`src/design/ist_pkg.sv`:
```
// ----------------------------------------------------------------------------
// Interface subnet table package
// Request and result types, controller command and status types, and the
// mode, mask source and status codes shared by the table's modules.
// ----------------------------------------------------------------------------
package ist_pkg;

  // Mode codes of a request.
  localparam logic [1:0] MODE_ADD   = 2'd0;
  localparam logic [1:0] MODE_QUERY = 2'd1;
  localparam logic [1:0] MODE_READ  = 2'd2;

  // Where the netmask of an added entry comes from.
  localparam logic [1:0] MSRC_CLASSFUL = 2'd0;
  localparam logic [1:0] MSRC_PREFIX   = 2'd1;

  // Result status codes.
  localparam logic [2:0] ST_ADDED = 3'd0;
  localparam logic [2:0] ST_DUP   = 3'd1;
  localparam logic [2:0] ST_FULL  = 3'd2;
  localparam logic [2:0] ST_DONE  = 3'd3;
  localparam logic [2:0] ST_ERR   = 3'd4;

  // Classful default netmasks.
  localparam logic [31:0] MASK_CLASS_A = 32'hFF00_0000;
  localparam logic [31:0] MASK_CLASS_B = 32'hFFFF_0000;
  localparam logic [31:0] MASK_CLASS_C = 32'hFFFF_FF00;
  localparam logic [31:0] MASK_CLASS_D = 32'hFFFF_FFF0;
  localparam logic [31:0] MASK_ONES    = 32'hFFFF_FFFF;
  localparam logic [5:0]  PREFIX_FULL  = 6'd32;

  typedef struct packed {
    logic [1:0]  mode;
    logic [31:0] address;
    logic [1:0]  mask_source;
    logic [5:0]  prefix_length;
    logic [31:0] explicit_mask;
    logic [2:0]  entry_index;
  } request_t;

  typedef struct packed {
    logic [2:0]  status;
    logic        is_local_address;
    logic        is_local_broadcast;
    logic [2:0]  match_index;
    logic [31:0] match_ip;
    logic [31:0] match_mask;
    logic [31:0] match_broadcast;
    logic [3:0]  entry_count;
  } result_t;

  // One table entry as held in the table RAM.
  typedef struct packed {
    logic [31:0] ip;
    logic [31:0] mask;
    logic [31:0] broadcast;
  } entry_t;

  localparam int ENTRY_W = $bits(entry_t);

  // Controller to datapath.
  typedef struct packed {
    logic load;    // take the request into the item register
    logic issue;   // a table read is issued this cycle
    logic finish;  // build the result and commit any table write
  } cmd_t;

  // Datapath to controller.
  typedef struct packed {
    logic found;     // a selecting entry has been seen
    logic out_hold;  // the result register is full and stalled
  } status_t;

  // Address width of a table of the given depth.
  function automatic int addr_width(input int depth);
    return (depth > 1) ? $clog2(depth) : 1;
  endfunction

  // Width of a counter that holds 0 to n.
  function automatic int count_width(input int n);
    return $clog2(n + 1);
  endfunction

endpackage

```
`src/design/ist_ram.sv`:
```
// ----------------------------------------------------------------------------
// Generic single-port-write RAM
// One write port and one read port, with the read data registered.
// ----------------------------------------------------------------------------
module ist_ram #(
  parameter int WIDTH = 96,
  parameter int DEPTH = 8
) (
  input  logic                                    clk,
  input  logic                                    we,
  input  logic [ist_pkg::addr_width(DEPTH)-1:0]   waddr,
  input  logic [WIDTH-1:0]                        wdata,
  input  logic [ist_pkg::addr_width(DEPTH)-1:0]   raddr,
  output logic [WIDTH-1:0]                        rdata
);
  import ist_pkg::*;

  logic [WIDTH-1:0] mem [DEPTH];

  // Write port and registered read port.
  always_ff @(posedge clk) begin
    if (we) begin
      mem[waddr] <= wdata;
    end
    rdata <= mem[raddr];
  end

endmodule

```
`src/design/ist_datapath.sv`:
```
// ----------------------------------------------------------------------------
// Interface subnet table datapath
// Holds the request, the table RAM and entry count, compares each scanned
// entry against the request address and builds the registered result.
// ----------------------------------------------------------------------------
module ist_datapath #(
  parameter int MAX_ENTRIES = 8
) (
  input  logic                                             clk,
  input  logic                                             rst,
  input  ist_pkg::request_t                                request,
  input  ist_pkg::cmd_t                                    cmd,
  input  logic [ist_pkg::addr_width(MAX_ENTRIES)-1:0]      raddr,
  output ist_pkg::status_t                                 status,
  output logic [ist_pkg::count_width(MAX_ENTRIES)-1:0]     used,
  output logic                                             result_valid,
  output ist_pkg::result_t                                 result,
  input  logic                                             result_stall
);
  import ist_pkg::*;

  localparam int AW = addr_width(MAX_ENTRIES);
  localparam int CW = count_width(MAX_ENTRIES);

  request_t         item;
  logic             chk_valid;
  logic [AW-1:0]    chk_idx;
  logic             found;
  logic             loc_hit;
  logic             bc_hit;
  logic [AW-1:0]    sel_idx;
  entry_t           sel;
  entry_t           first;

  logic [ENTRY_W-1:0] ram_q;
  entry_t           rd;
  logic [31:0]      new_mask;
  entry_t           new_entry;
  logic             hit;
  logic             full;
  logic             wr_en;
  entry_t           pick;
  logic [2:0]       pick_idx;
  result_t          res_next;

  assign rd   = entry_t'(ram_q);
  assign full = (used >= CW'(MAX_ENTRIES));

  // Netmask of an entry to be added.
  always_comb begin
    case (item.mask_source)
      MSRC_CLASSFUL: begin
        if (!item.address[31]) begin
          new_mask = MASK_CLASS_A;
        end else if (!item.address[30]) begin
          new_mask = MASK_CLASS_B;
        end else if (!item.address[29]) begin
          new_mask = MASK_CLASS_C;
        end else begin
          new_mask = MASK_CLASS_D;
        end
      end
      MSRC_PREFIX: begin
        if (item.prefix_length == '0) begin
          new_mask = '0;
        end else if (item.prefix_length >= PREFIX_FULL) begin
          new_mask = MASK_ONES;
        end else begin
          new_mask = MASK_ONES << (PREFIX_FULL - item.prefix_length);
        end
      end
      default: new_mask = item.explicit_mask;
    endcase
  end

  assign new_entry.ip        = item.address;
  assign new_entry.mask      = new_mask;
  assign new_entry.broadcast = item.address | ~new_mask;

  // Selection test for the entry returned by the RAM this cycle.
  always_comb begin
    case (item.mode)
      MODE_ADD:   hit = (rd.ip == item.address);
      MODE_QUERY: hit = (((rd.ip ^ item.address) & rd.mask) == '0);
      default:    hit = 1'b1;
    endcase
  end

  assign wr_en = cmd.finish && (item.mode == MODE_ADD) && !found && !full;

  ist_ram #(
    .WIDTH(ENTRY_W),
    .DEPTH(MAX_ENTRIES)
  ) u_table (
    .clk  (clk),
    .we   (wr_en),
    .waddr(AW'(used)),
    .wdata(ENTRY_W'(new_entry)),
    .raddr(raddr),
    .rdata(ram_q)
  );

  // A query falls back to entry 0 when nothing matched or the address is zero.
  always_comb begin
    if ((item.mode == MODE_QUERY) && (!found || (item.address == '0))) begin
      pick     = first;
      pick_idx = '0;
    end else begin
      pick     = sel;
      pick_idx = 3'(sel_idx);
    end
  end

  // Result of the current request.
  always_comb begin
    res_next             = '0;
    res_next.entry_count = 4'(used);
    case (item.mode)
      MODE_ADD: begin
        if (found) begin
          res_next.status          = ST_DUP;
          res_next.match_index     = pick_idx;
          res_next.match_ip        = pick.ip;
          res_next.match_mask      = pick.mask;
          res_next.match_broadcast = pick.broadcast;
        end else if (full) begin
          res_next.status = ST_FULL;
        end else begin
          res_next.status          = ST_ADDED;
          res_next.match_index     = 3'(used);
          res_next.match_ip        = new_entry.ip;
          res_next.match_mask      = new_entry.mask;
          res_next.match_broadcast = new_entry.broadcast;
          res_next.entry_count     = 4'(used + CW'(1));
        end
      end
      MODE_QUERY: begin
        if (used == '0) begin
          res_next.status = ST_ERR;
        end else begin
          res_next.status             = ST_DONE;
          res_next.is_local_address   = loc_hit;
          res_next.is_local_broadcast = bc_hit;
          res_next.match_index        = pick_idx;
          res_next.match_ip           = pick.ip;
          res_next.match_mask         = pick.mask;
          res_next.match_broadcast    = pick.broadcast;
        end
      end
      MODE_READ: begin
        if (found) begin
          res_next.status          = ST_DONE;
          res_next.match_index     = pick_idx;
          res_next.match_ip        = pick.ip;
          res_next.match_mask      = pick.mask;
          res_next.match_broadcast = pick.broadcast;
        end else begin
          res_next.status = ST_ERR;
        end
      end
      default: res_next.status = ST_ERR;
    endcase
  end

  // Control state: entry count, read tracking, scan flags and result valid.
  always_ff @(posedge clk) begin
    if (rst) begin
      used         <= '0;
      chk_valid    <= 1'b0;
      found        <= 1'b0;
      loc_hit      <= 1'b0;
      bc_hit       <= 1'b0;
      result_valid <= 1'b0;
    end else begin
      chk_valid <= cmd.issue;
      if (wr_en) begin
        used <= used + CW'(1);
      end
      if (cmd.load) begin
        found   <= 1'b0;
        loc_hit <= 1'b0;
        bc_hit  <= 1'b0;
      end else if (chk_valid) begin
        if (hit) begin
          found <= 1'b1;
        end
        if (rd.ip == item.address) begin
          loc_hit <= 1'b1;
        end
        if (rd.broadcast == item.address) begin
          bc_hit <= 1'b1;
        end
      end
      if (cmd.finish) begin
        result_valid <= 1'b1;
      end else if (!result_stall) begin
        result_valid <= 1'b0;
      end
    end
  end

  // Payload registers: request, captured entries and result.
  always_ff @(posedge clk) begin
    chk_idx <= raddr;
    if (cmd.load) begin
      item <= request;
    end
    if (!cmd.load && chk_valid) begin
      if (hit && !found) begin
        sel_idx <= chk_idx;
        sel     <= rd;
      end
      if (chk_idx == '0) begin
        first <= rd;
      end
    end
    if (cmd.finish) begin
      result <= res_next;
    end
  end

  assign status.found    = found;
  assign status.out_hold = result_valid && result_stall;

endmodule

```
`src/design/ist_ctrl.sv`:
```
// ----------------------------------------------------------------------------
// Interface subnet table controller
// Accepts a request, walks the table one entry per cycle through the RAM
// read port and tells the datapath when to finish the result.
// ----------------------------------------------------------------------------
module ist_ctrl #(
  parameter int MAX_ENTRIES = 8
) (
  input  logic                                           clk,
  input  logic                                           rst,
  input  logic                                           request_valid,
  input  logic [1:0]                                     request_mode,
  input  logic [2:0]                                     request_index,
  input  logic [ist_pkg::count_width(MAX_ENTRIES)-1:0]   used,
  input  ist_pkg::status_t                               status,
  output logic                                           request_stall,
  output ist_pkg::cmd_t                                  cmd,
  output logic [ist_pkg::addr_width(MAX_ENTRIES)-1:0]    raddr
);
  import ist_pkg::*;

  localparam int AW = addr_width(MAX_ENTRIES);
  localparam int CW = count_width(MAX_ENTRIES);
  localparam int XW = (CW > 3) ? CW : 3;

  typedef enum logic [1:0] {
    IDLE,
    SCAN,
    DRAIN,
    FINISH
  } state_t;

  state_t        state;
  logic [1:0]    mode_q;
  logic [AW-1:0] cnt;

  logic idx_ok;
  logic last;
  logic dup_stop;

  assign idx_ok   = (XW'(request_index) < XW'(used));
  assign last     = (CW'(cnt) == (used - CW'(1)));
  assign dup_stop = (mode_q == MODE_ADD) && status.found;

  assign request_stall = (state != IDLE);

  // Commands to the datapath.
  always_comb begin
    cmd.load   = (state == IDLE) && request_valid;
    cmd.finish = (state == FINISH) && !status.out_hold;
    cmd.issue  = 1'b0;
    raddr      = cnt;
    if (state == IDLE) begin
      raddr     = AW'(request_index);
      cmd.issue = request_valid && (request_mode == MODE_READ) && idx_ok;
    end else if (state == SCAN) begin
      cmd.issue = !dup_stop;
    end
  end

  // State machine and scan counter.
  always_ff @(posedge clk) begin
    if (rst) begin
      state  <= IDLE;
      mode_q <= MODE_ADD;
      cnt    <= '0;
    end else begin
      unique case (state)
        IDLE: begin
          if (request_valid) begin
            mode_q <= request_mode;
            cnt    <= '0;
            unique case (request_mode)
              MODE_ADD, MODE_QUERY: begin
                state <= (used == '0) ? FINISH : SCAN;
              end
              MODE_READ: begin
                state <= idx_ok ? DRAIN : FINISH;
              end
              default: state <= FINISH;
            endcase
          end
        end
        SCAN: begin
          if (dup_stop) begin
            state <= FINISH;
          end else if (last) begin
            state <= DRAIN;
          end else begin
            cnt <= cnt + AW'(1);
          end
        end
        DRAIN: begin
          state <= FINISH;
        end
        FINISH: begin
          if (!status.out_hold) begin
            state <= IDLE;
          end
        end
        default: state <= IDLE;
      endcase
    end
  end

endmodule

```
`src/design/interface_subnet_table_core.sv`:
```
// ----------------------------------------------------------------------------
// Interface subnet table
// A small table of local IPv4 interfaces (address, netmask, broadcast) with
// add, query and read-by-index requests.
// ----------------------------------------------------------------------------
// Usage:
//   A request enters on request/request_valid and is taken when request_stall
//   is low; one result per request leaves on result/result_valid and is taken
//   when result_stall is low. Requests are handled one at a time.
//   Add and query walk the table through the single read port of the table
//   RAM, one entry per cycle, then pass through the drain and finish states
//   before the result is valid; the next request is taken once the
//   controller is back in its idle state. An add that hits a duplicate
//   stops the walk early. A read of a held entry issues its table read
//   when the request is taken and passes through drain and finish; add or
//   query on an empty table, a read out of range and an unknown mode go straight to finish.
//   The result register is separate from the controller, so a new request is
//   taken while the previous result waits; while the receiver stalls, the
//   finished result of the following request is held back and request_stall
//   stays high.
//   Reset empties the table at once; entry contents are not cleared and are
//   only read once written.
// ----------------------------------------------------------------------------
module interface_subnet_table_core #(
  parameter int MAX_ENTRIES = 8
) (
  input  logic              clk,
  input  logic              rst,
  input  logic              request_valid,
  output logic              request_stall,
  input  ist_pkg::request_t request,
  output logic              result_valid,
  input  logic              result_stall,
  output ist_pkg::result_t  result
);
  import ist_pkg::*;

  localparam int AW = addr_width(MAX_ENTRIES);
  localparam int CW = count_width(MAX_ENTRIES);

  cmd_t          cmd;
  status_t       status;
  logic [AW-1:0] raddr;
  logic [CW-1:0] used;

  // Sequencer.
  ist_ctrl #(
    .MAX_ENTRIES(MAX_ENTRIES)
  ) u_ctrl (
    .clk          (clk),
    .rst          (rst),
    .request_valid(request_valid),
    .request_mode (request.mode),
    .request_index(request.entry_index),
    .used         (used),
    .status       (status),
    .request_stall(request_stall),
    .cmd          (cmd),
    .raddr        (raddr)
  );

  // Table, comparisons and result register.
  ist_datapath #(
    .MAX_ENTRIES(MAX_ENTRIES)
  ) u_datapath (
    .clk         (clk),
    .rst         (rst),
    .request     (request),
    .cmd         (cmd),
    .raddr       (raddr),
    .status      (status),
    .used        (used),
    .result_valid(result_valid),
    .result      (result),
    .result_stall(result_stall)
  );

endmodule
```
`config.mk`:
```
export PLATFORM = sky130hd
export DESIGN_NAME = interface_subnet_table_core
export DESIGN_NICKNAME = d
export VERILOG_FILES = /design/src/design/ist_pkg.sv /design/src/design/ist_ram.sv /design/src/design/ist_datapath.sv /design/src/design/ist_ctrl.sv /design/src/design/interface_subnet_table_core.sv
export SDC_FILE = /design/constraint.sdc
export NUM_CORES = 1
export LEC_CHECK = 0
export BUFFER_PORTS_ARGS = -buffer_cell sky130_fd_sc_hd__buf_4
export CORE_MARGIN = 2
export CORE_UTILIZATION = 35
export CTS_BUF_LIST = sky130_fd_sc_hd__clkbuf_8
export DETAILED_ROUTE_END_ITERATION = 6
export SLEW_MARGIN = 15
export SYNTH_ARGS = -nofsm -noshare
export SYNTH_HDL_FRONTEND = slang
export SYNTH_SLANG_ARGS = --single-unit
export TNS_END_PERCENT = 30
```
`constraint.sdc`:
```
create_clock -name clk -period 11.1 [get_ports clk]
set_input_delay 1.11 -clock clk [delete_from_list [all_inputs] [get_ports clk]]
set_output_delay 1.11 -clock clk [all_outputs]
set_load 0.01 [all_outputs]
```
==> metrics.cfg, run 1 <==
[outcome]
status = finished, final reports clean

[clock_network]
cts_tree = yes
ctsRootBufferMaster = clkbuf_8
h-tree-depth = 4
clkSinkCount = 1260
post_cts_resized = 0
clock_tree.buffer_depth = 3
cts_hold_buf = 0
cts_made_buffers = 198
clk_pin_slew_ns = 0.06
postCtsSetupBuffers = 0
insertion_delay_ns = 0.92

[detailed_routing]
drc = 0
firstDrtPassIters = 6
vias_per_cell = 5.197
ant_nets = 0
wirelength_um = 138100
first_iter_violations = 3375
post_drt_wl_per_cell_um = 23.86
vias = 30070

[power]
p_leak_nw = 20.25
p_seq_share_pct = 48.4
powerDensity_nw_per_um2 = 237.4
switching_share_pct = 33.93
power.share.combinational_pct = 23.3
p_clk_share_pct = 28.3
peakVddDrop_mv = 0.1533
p_sw_w = 0.004497
p_total_w = 0.01325
p_int_w = 0.008755

[setup_path]
startpoint = u_datapath.item[69]$_DFFE_PP_
crit_chain = xor2_1 -> nor4_1 -> nand4_1 -> nor2_1 -> nor3_1 -> nor4_4 -> buf_4 -> buf_4
worstPathArrival_ns = 5.13
reg2reg_depth = 8
setup.worst_path.start_class = register
critPathCapture = u_datapath.sel[38]$_DFFE_PP_
critPathKind = register to register
cpMaxStageDelayCell = edfxtp_1
cpPeakStageDelay_ns = 0.82
r2r-start = u_datapath.item[69]$_DFFE_PP_
cp_max_fo = 51
crit_top_cell = buf_4
r2r_setup_slack_ns = 6.45
endpoint_kind = register
crit_required_ns = 11.58
worstReg2RegEnd = u_datapath.sel[38]$_DFFE_PP_

[flow_run]
cap_violations = 0

[logic_synthesis]
synth_xor_area_share_pct = 1.335
yosys_warnings = 0
synth_area_leaders = edfxtp_1, nand2_1, nand3_1
synthMuxAreaShare_pct = 2.093
ys_ff_latch = 1260
synth_compound_area_share_pct = 4.373
synthAdderAreaFrac_pct = 0.4130
synthSimpleGateAreaFrac_pct = 13.97
synth_edf_count = 1145
avgSynthCellArea_um2 = 13.62
syn_nets = 3656
yosys.area.top_type = edfxtp_1
synth_ff_type = edfxtp_1
synth_top_area_share_pct = 70.93
synth_top_family_by_area = simple AND/OR/NAND/NOR gates
ys_types = 72
postSynthCellCount = 3559
syn_area_um2 = 48470
ys_seq_area_share_pct = 75.68
async_flop_share_pct = 0

[grt]
grt_overflow_total = 0
grt_max_degree = 195
grt_use_total_pct = 19.23
grt_first_pass_wirelength_um = 198200
grt_pass1_vias = 28470
antenna_found_initial = 15

[timing]
max_slew.worst_pin.slew_ns = 1.208
period_needed_ns = 4.652
tns_ns = 0
period_share_pct = 41.91
fmax_mhz = 215.0
setup_viol = 0
worst_clock_skew_ns = 0.08287
rsz0062_at_grt = false
hold_viol = 0
drv_slew = 0
relSlewSlack_pct = 19.45

[floorplanning]
die_w_um = 376.1
die_height_um = 376.1
core_area_um2 = 137500
num_rows = 136
start_util_pct = 35.25
dieArea_um2 = 141500
io_pins = 191

[finish]
final-seq-area_um2 = 36690
syn_to_final_growth_pct = 15.18
fillers = 12690
nNetsFinal = 3918
multi_input_area_um2 = 10900
layout-drive-gt1-share_pct = 14.93
design_area_um2 = 55830

[placement]
detailed_place.area_um2 = 52030
post-dp-hpwl_um = 80470
numPortBuffers = 190
gp_congestion = 0.8365

[hold_path]
min_path_type = input port to register
hold_start = request[69]

[cells by family (layout without fill, tap and decap cells)]
group	Yosys count	after routing
fa+ha+maj	16	16
simple gates	1553	1553
xor+xnor	73	73
flops	1260	1260
other cells	0	2
mux	101	101
compound gates	311	311
buf+inv	245	677
[synth_stat cells, drive strengths merged (2+ instances only)]
master,n
o221ai,9
a221oi,11
xnor2,35
o21a,2
o22a,2
buf,88
o21ai,158
clkbuf,107
and2,6
a311o,2
nand3,483
nor4,23
a22oi,9
mux2i,101
a41o,3
xor2,38
nor3,9
a21oi,14
nor2b,8
a21boi,4
o2bb2ai,35
nand2b,16
nand2,930
inv,49
o31ai,2
or2,24
a21o,2
or3,2
a31o,5
a31oi,9
o31a,2
o22ai,31
ha,16
nand4,15
dfxtp,115
a22o,4
nor2,31
edfxtp,1145
[per-layer routing]
metal	up-vias	track usage (%)	share of wire [%]
met4	6	5.962	2.3
met2	1423	28.22	44
li1	13500	-	-
met3	204	6.827	12
met1	14940	26.63	42
met5	-	0	0.029
[layout by cell type (no fill, tap or decap), drive strengths merged, types with 4 or more instances in the layout]
cell,netlist,layout
edfxtp,1145,1145
nand2,930,930
nand3,483,483
buf,88,257
clkbuf,107,215
o21ai,158,158
inv,49,144
dfxtp,115,115
mux2i,101,101
clkinv,1,53
xor2,38,38
xnor2,35,35
o2bb2ai,35,35
o22ai,31,31
nor2,31,31
or2,24,24
nor4,23,23
nand2b,16,16
ha,16,16
nand4,15,15
a21oi,14,14
a221oi,11,11
a31oi,9,9
a22oi,9,9
o221ai,9,9
nor3,9,9
nor2b,8,8
and2,6,6
a31o,5,5
bufinv,0,5
a21boi,4,4
a22o,4,4
[metrics by stage]
| step | std cells | utilization [%] | hold WS (ns) | setup WS, ns |
|---|---|---|---|---|
| 6_report | 5787 | 40.61 | 0.3765 | 6.448 |
| 5_1_grt | 5787 | 40.61 | 0.3507 | 6.251 |
| 4_1_cts | 5785 | 40.60 | 0.3032 | 6.616 |
| 3_5_place_dp | 5415 | 37.84 | 0.4413 | 6.542 |
| 3_3_place_gp | 5415 | 37.84 | 0.4406 | 6.593 |
| 2_1_floorplan | 3559 | - | 0.4086 | -0.08121 |
[power groups by stage]
stage | clock network (W) | logic [W] | registers, W
2_1_floorplan | 0 | 0.00187 | 0.00630
3_3_place_gp | 0 | 0.00303 | 0.00648
3_5_place_dp | 0 | 0.00306 | 0.00649
4_1_cts | 0.00383 | 0.00307 | 0.00640
5_1_grt | 0.00402 | 0.00336 | 0.00644
6_report | 0.00375 | 0.00309 | 0.00642
[worst min-delay path by stage]
stage                                            to  cells after the start
CTS                   u_datapath.item[29]$_DFFE_PP_                      1
floorplan           u_datapath.sel_idx[1]$_DFFE_PP_                      0
global placement    u_datapath.sel_idx[0]$_DFFE_PP_                      0
detailed placement  u_datapath.sel_idx[0]$_DFFE_PP_                      0
global route          u_datapath.item[69]$_DFFE_PP_                      1
finish                u_datapath.item[69]$_DFFE_PP_                      1
[critical path, delay by kind of cell (launching register included)]
family        cells  cell delay, ns
flops             1            0.82
buf+inv           2            1.47
xor+xnor          1            0.41
simple gates      5            1.41
[layout make-up]
cell class / count / area share [%]
flip-flops and latches: 1260 / 65.71
clock inverters: 155 / 1.490
well taps: 1794 / 4.021
repair buffers: 257 / 3.590
inverters: 50 / 0.3631
clock buffers: 215 / 5.300
diodes: 2 / 0.008965
multi-input cells: 2054 / 19.52
[flip-flops by register name, summed over array words and instances (netlist names)]
register and count:
u_datapath.u_table.mem 768, u_datapath.result 108, u_datapath.first 96, u_datapath.sel 96, u_datapath.u_table.rdata 96, u_datapath.item 74, u_datapath.used 4, u_ctrl.cnt 3
u_datapath.chk_idx 3, u_datapath.sel_idx 3, u_ctrl.mode_q 2, u_ctrl.state 2, u_datapath.bc_hit 1, u_datapath.chk_valid 1, u_datapath.found 1, u_datapath.loc_hit 1
u_datapath.result_valid 1
(Power assumes the default switching activity.)
==> inputs of run 2 (changes only) <==
Settings changed: ABC_AREA set to 1.
Clock period 11.1 ns to 3.8 ns, I/O delays scaled along.
==> run 2 against run 1 <==
Compared with the run above: clock power rose to 3.1 times the previous value; cell area up 4.9%; sequential share of layout area down 3.1 points; clock skew down 0.020 ns; register-to-register slack worse by 6.2 ns; synthesized area up 1.4%; final cell count up 12%; first-iteration DRC count up 17%; hold slack worse by 0.23 ns; maximum frequency up 31%; die area up 1.4%; critical path type unchanged; critical endpoint is now u_ctrl.state[0]$_SDFFE_PP0P_.
==> metrics.cfg, run 2 <==
[timing]
rsz0062_at_grt = false  ; unchanged
drv_slew = 0  ; unchanged
worst_clock_skew_ns = 0.06337  ; was 0.08287 ns
relSlewSlack_pct = 19.91  ; was 19.45%
setup_ws_ns = 0.2379  ; was 6.448 ns
period_share_pct = 93.74  ; was 41.91%
setup_viol = 0  ; unchanged
hold_viol = 0  ; unchanged
max_slew.worst_pin.slew_ns = 1.201  ; was 1.208 ns
fmax_mhz = 280.7  ; was 215.0 MHz
period_needed_ns = 3.562  ; was 4.652 ns

[finish]
syn_to_final_growth_pct = 19.15  ; was 15.18%
layout-drive-gt1-share_pct = 14.04  ; was 14.93%
layout_common_cells = edfxtp_1, nor2_1, nand2_1, o21ai_0, inv_1  ; was edfxtp_1, nand2_1, nand3_1, buf_4, clkbuf_8
final_common_cell = edfxtp_1  ; unchanged
top_register = u_datapath.u_table.mem  ; unchanged
largest_reg_flops = 768  ; unchanged
largestRegisters = u_datapath.u_table.mem: 768 flops, u_datapath.result: 108 flops  ; unchanged
design_area_um2 = 58580  ; was 55,830 um2
utilization_pct = 41.98  ; was 40.61%
instances_no_fill = 6488  ; was 5,787
nNetsFinal = 4524  ; was 3,918

[setup_path]
setup.worst_path.start_class = register  ; unchanged
endpoint_kind = register  ; unchanged
worstPathArrival_ns = 4.36  ; was 5.13 ns
critPathKind = register to register  ; unchanged
cp_max_fo = 9  ; was 51
startpoint = u_datapath.used[1]$_SDFFE_PP0P_  ; was u_datapath.item[69]$_DFFE_PP_
crit_required_ns = 4.60  ; was 11.58 ns
reg2reg_depth = 13  ; was 8
r2r-start = u_datapath.used[1]$_SDFFE_PP0P_  ; was u_datapath.item[69]$_DFFE_PP_

[detailed_routing]
wirelength_um = 154200  ; was 138,100 um
vias = 33210  ; was 30,070
firstDrtPassIters = 6  ; unchanged
post_drt_wl_per_cell_um = 23.76  ; was 23.86 um
first_iter_violations = 3955  ; was 3,375
vias_per_cell = 5.118  ; was 5.197
drc = 0  ; unchanged
ant_nets = 0  ; unchanged

[logic_synthesis]
yosys.area.top_type = edfxtp_1  ; unchanged
ys_types = 39  ; was 72
synth_top_area_share_pct = 69.94  ; was 70.93%
syn_area_um2 = 49160  ; was 48,470 um2
async_flop_share_pct = 0  ; unchanged
syn_nets = 4121  ; was 3,656
yosys_warnings = 0  ; unchanged
avgSynthCellArea_um2 = 12.22  ; was 13.62 um2
synth.most_common_cell = edfxtp_1  ; unchanged
synth_area_leaders = edfxtp_1, nor2_1, dfxtp_1  ; was edfxtp_1, nand2_1, nand3_1
postSynthCellCount = 4024  ; was 3,559
synth_edf_count = 1145  ; unchanged
yosys-top-cells-count = edfxtp_1, nor2_1, nand2_1, o21ai_0, inv_1  ; was edfxtp_1, nand2_1, nand3_1, dfxtp_1, clkbuf_1
ys_seq_area_share_pct = 74.62  ; was 75.68%
synth_ff_type = edfxtp_1  ; unchanged
ys_ff_latch = 1260  ; unchanged

[clock_network]
clock_tree.buffer_depth = 3  ; unchanged
insertion_delay_ns = 0.92  ; about the same
clk_pin_slew_ns = 0.07  ; was 0.06 ns
cts_tree = yes  ; unchanged
ctsRootBufferMaster = clkbuf_8  ; unchanged
clkSinkCount = 1260  ; unchanged
cts_made_buffers = 202  ; was 198
post_cts_resized = 0  ; unchanged
h-tree-depth = 4  ; unchanged

[floorplanning]
dieArea_um2 = 143500  ; was 141,500 um2
core_area_um2 = 139500  ; was 137,500 um2
die_w_um = 378.8  ; was 376.1 um
io_pins = 191  ; unchanged
die_height_um = 378.8  ; was 376.1 um
start_util_pct = 35.23  ; was 35.25%
num_rows = 137  ; was 136

[placement]
post-dp-hpwl_um = 96010  ; was 80,470 um
numPortBuffers = 190  ; unchanged
detailed_place.area_um2 = 53660  ; was 52,030 um2
post-place-ws_ns = 0.7423  ; was 6.542 ns
gp_congestion = 0.9670  ; was 0.8365
placed_cells = 6017  ; was 5,415

[flow_run]
cap_violations = 0  ; unchanged

[outcome]
status = finished, final reports clean  ; unchanged

[power]
powerDensity_nw_per_um2 = 740.1  ; was 237.4 nW/um2
p_total_w = 0.04335  ; was 0.01325 W
p_leak_nw = 21.07  ; was 20.25 nW
peakVddDrop_mv = 0.7677  ; was 0.1533 mV

[grt]
grt_max_degree = 227  ; was 195
grt_first_pass_wirelength_um = 218200  ; was 198,200 um
grt_overflow_total = 0  ; unchanged
grt_use_total_pct = 21.13  ; was 19.23%
grt_pass1_vias = 30820  ; was 28,470
antenna_found_initial = 9  ; was 15

[hold_path]
hold_depth = 4  ; was 1
min_path_type = input port to register  ; unchanged
hold_start = request[2]  ; was request[69]

## run 2: cell types whose count changed after synthesis, sizes merged, moves of 27 or more
cell,delta
o21ai,+345
nand3b,+30
a31oi,+88
nand2,-362
mux2i,-101
o22ai,+66
o2bb2ai,-35
buf,+27
nor2,+778
nand3,-387
xnor2,-28
inv,+159
## run 2: cells by family after synthesis
group	after synthesis	share of synthesized area (%)
buf+inv	409	3.517
simple gates	1565	12.73
fa+ha+maj	16	0.4072
compound gates	753	8.355
xor+xnor	21	0.3741
flops	1260	74.62
## run 2: metrics by stage
step | TNS, ns | hold WS, ns
floorplan | -1339.40 | 0.4264
global placement | 0 | 0.4475
detailed placement | 0 | 0.4564
CTS | 0 | 0.06101
global route | 0 | 0.1338
finish | 0 | 0.1449
## run 2: worst max-delay path, stage by stage, from the launching register on
cell,delay (ns)
dfxtp_1,0.54
inv_1,0.28
ha_1,0.34
o21ai_0,0.07
nand2_1,0.06
nand3_1,0.06
dlygate4sd3_1,0.55
nand3_1,0.06
dlygate4sd3_1,0.55
nor2_1,0.17
nand2_1,0.09
nand4_1,0.09
a21oi_1,0.06
dlygate4sd3_1,0.54
## run 2: layout make-up
class / count / area [um2]
multi-input cells: 2355 / 10920
well taps: 1876 / 2347
clock buffers: 230 / 3166
flip-flops and latches: 1260 / 36690
repair buffers: 399 / 3726
inverters: 209 / 799.5
fillers: 13100 / 80950
diodes: 5 / 12.51
clock inverters: 154 / 919.6
## run 2: final timing paths
path                                                   endpoint  slack (ns)
worst max-delay path               u_ctrl.state[0]$_SDFFE_PP0P_        0.24
worst min-delay path              u_datapath.chk_idx[2]$_DFF_P_        0.14
worst max register to register     u_ctrl.state[0]$_SDFFE_PP0P_        0.24
worst min register to register  u_datapath.loc_hit$_SDFFE_PP0P_        0.47
## run 2: layer usage
layer / vias up / GRT usage, % / routed length (um)
met1: 16320 / 29.47 / 65210
met3: 235 / 5.274 / 15770
met2: 1631 / 32.03 / 68420
met5: - / 0 / 0
met4: 0 / 7.360 / 4751
li1: 15020 / - / -
## run 2: report_power, final
part | internal, W | total (W) | switching, W
clock network | 0.00612 | 0.0116 | 0.00550
logic | 0.00377 | 0.0126 | 0.00880
registers | 0.0174 | 0.0192 | 0.00175
total | 0.0273 | 0.0434 | 0.0160
## run 2: timing repair
item                                   in CTS  in global routing
hold buffers                               82                  0
endpoints found under the hold margin      90                  0
buffers inserted                            0                  0
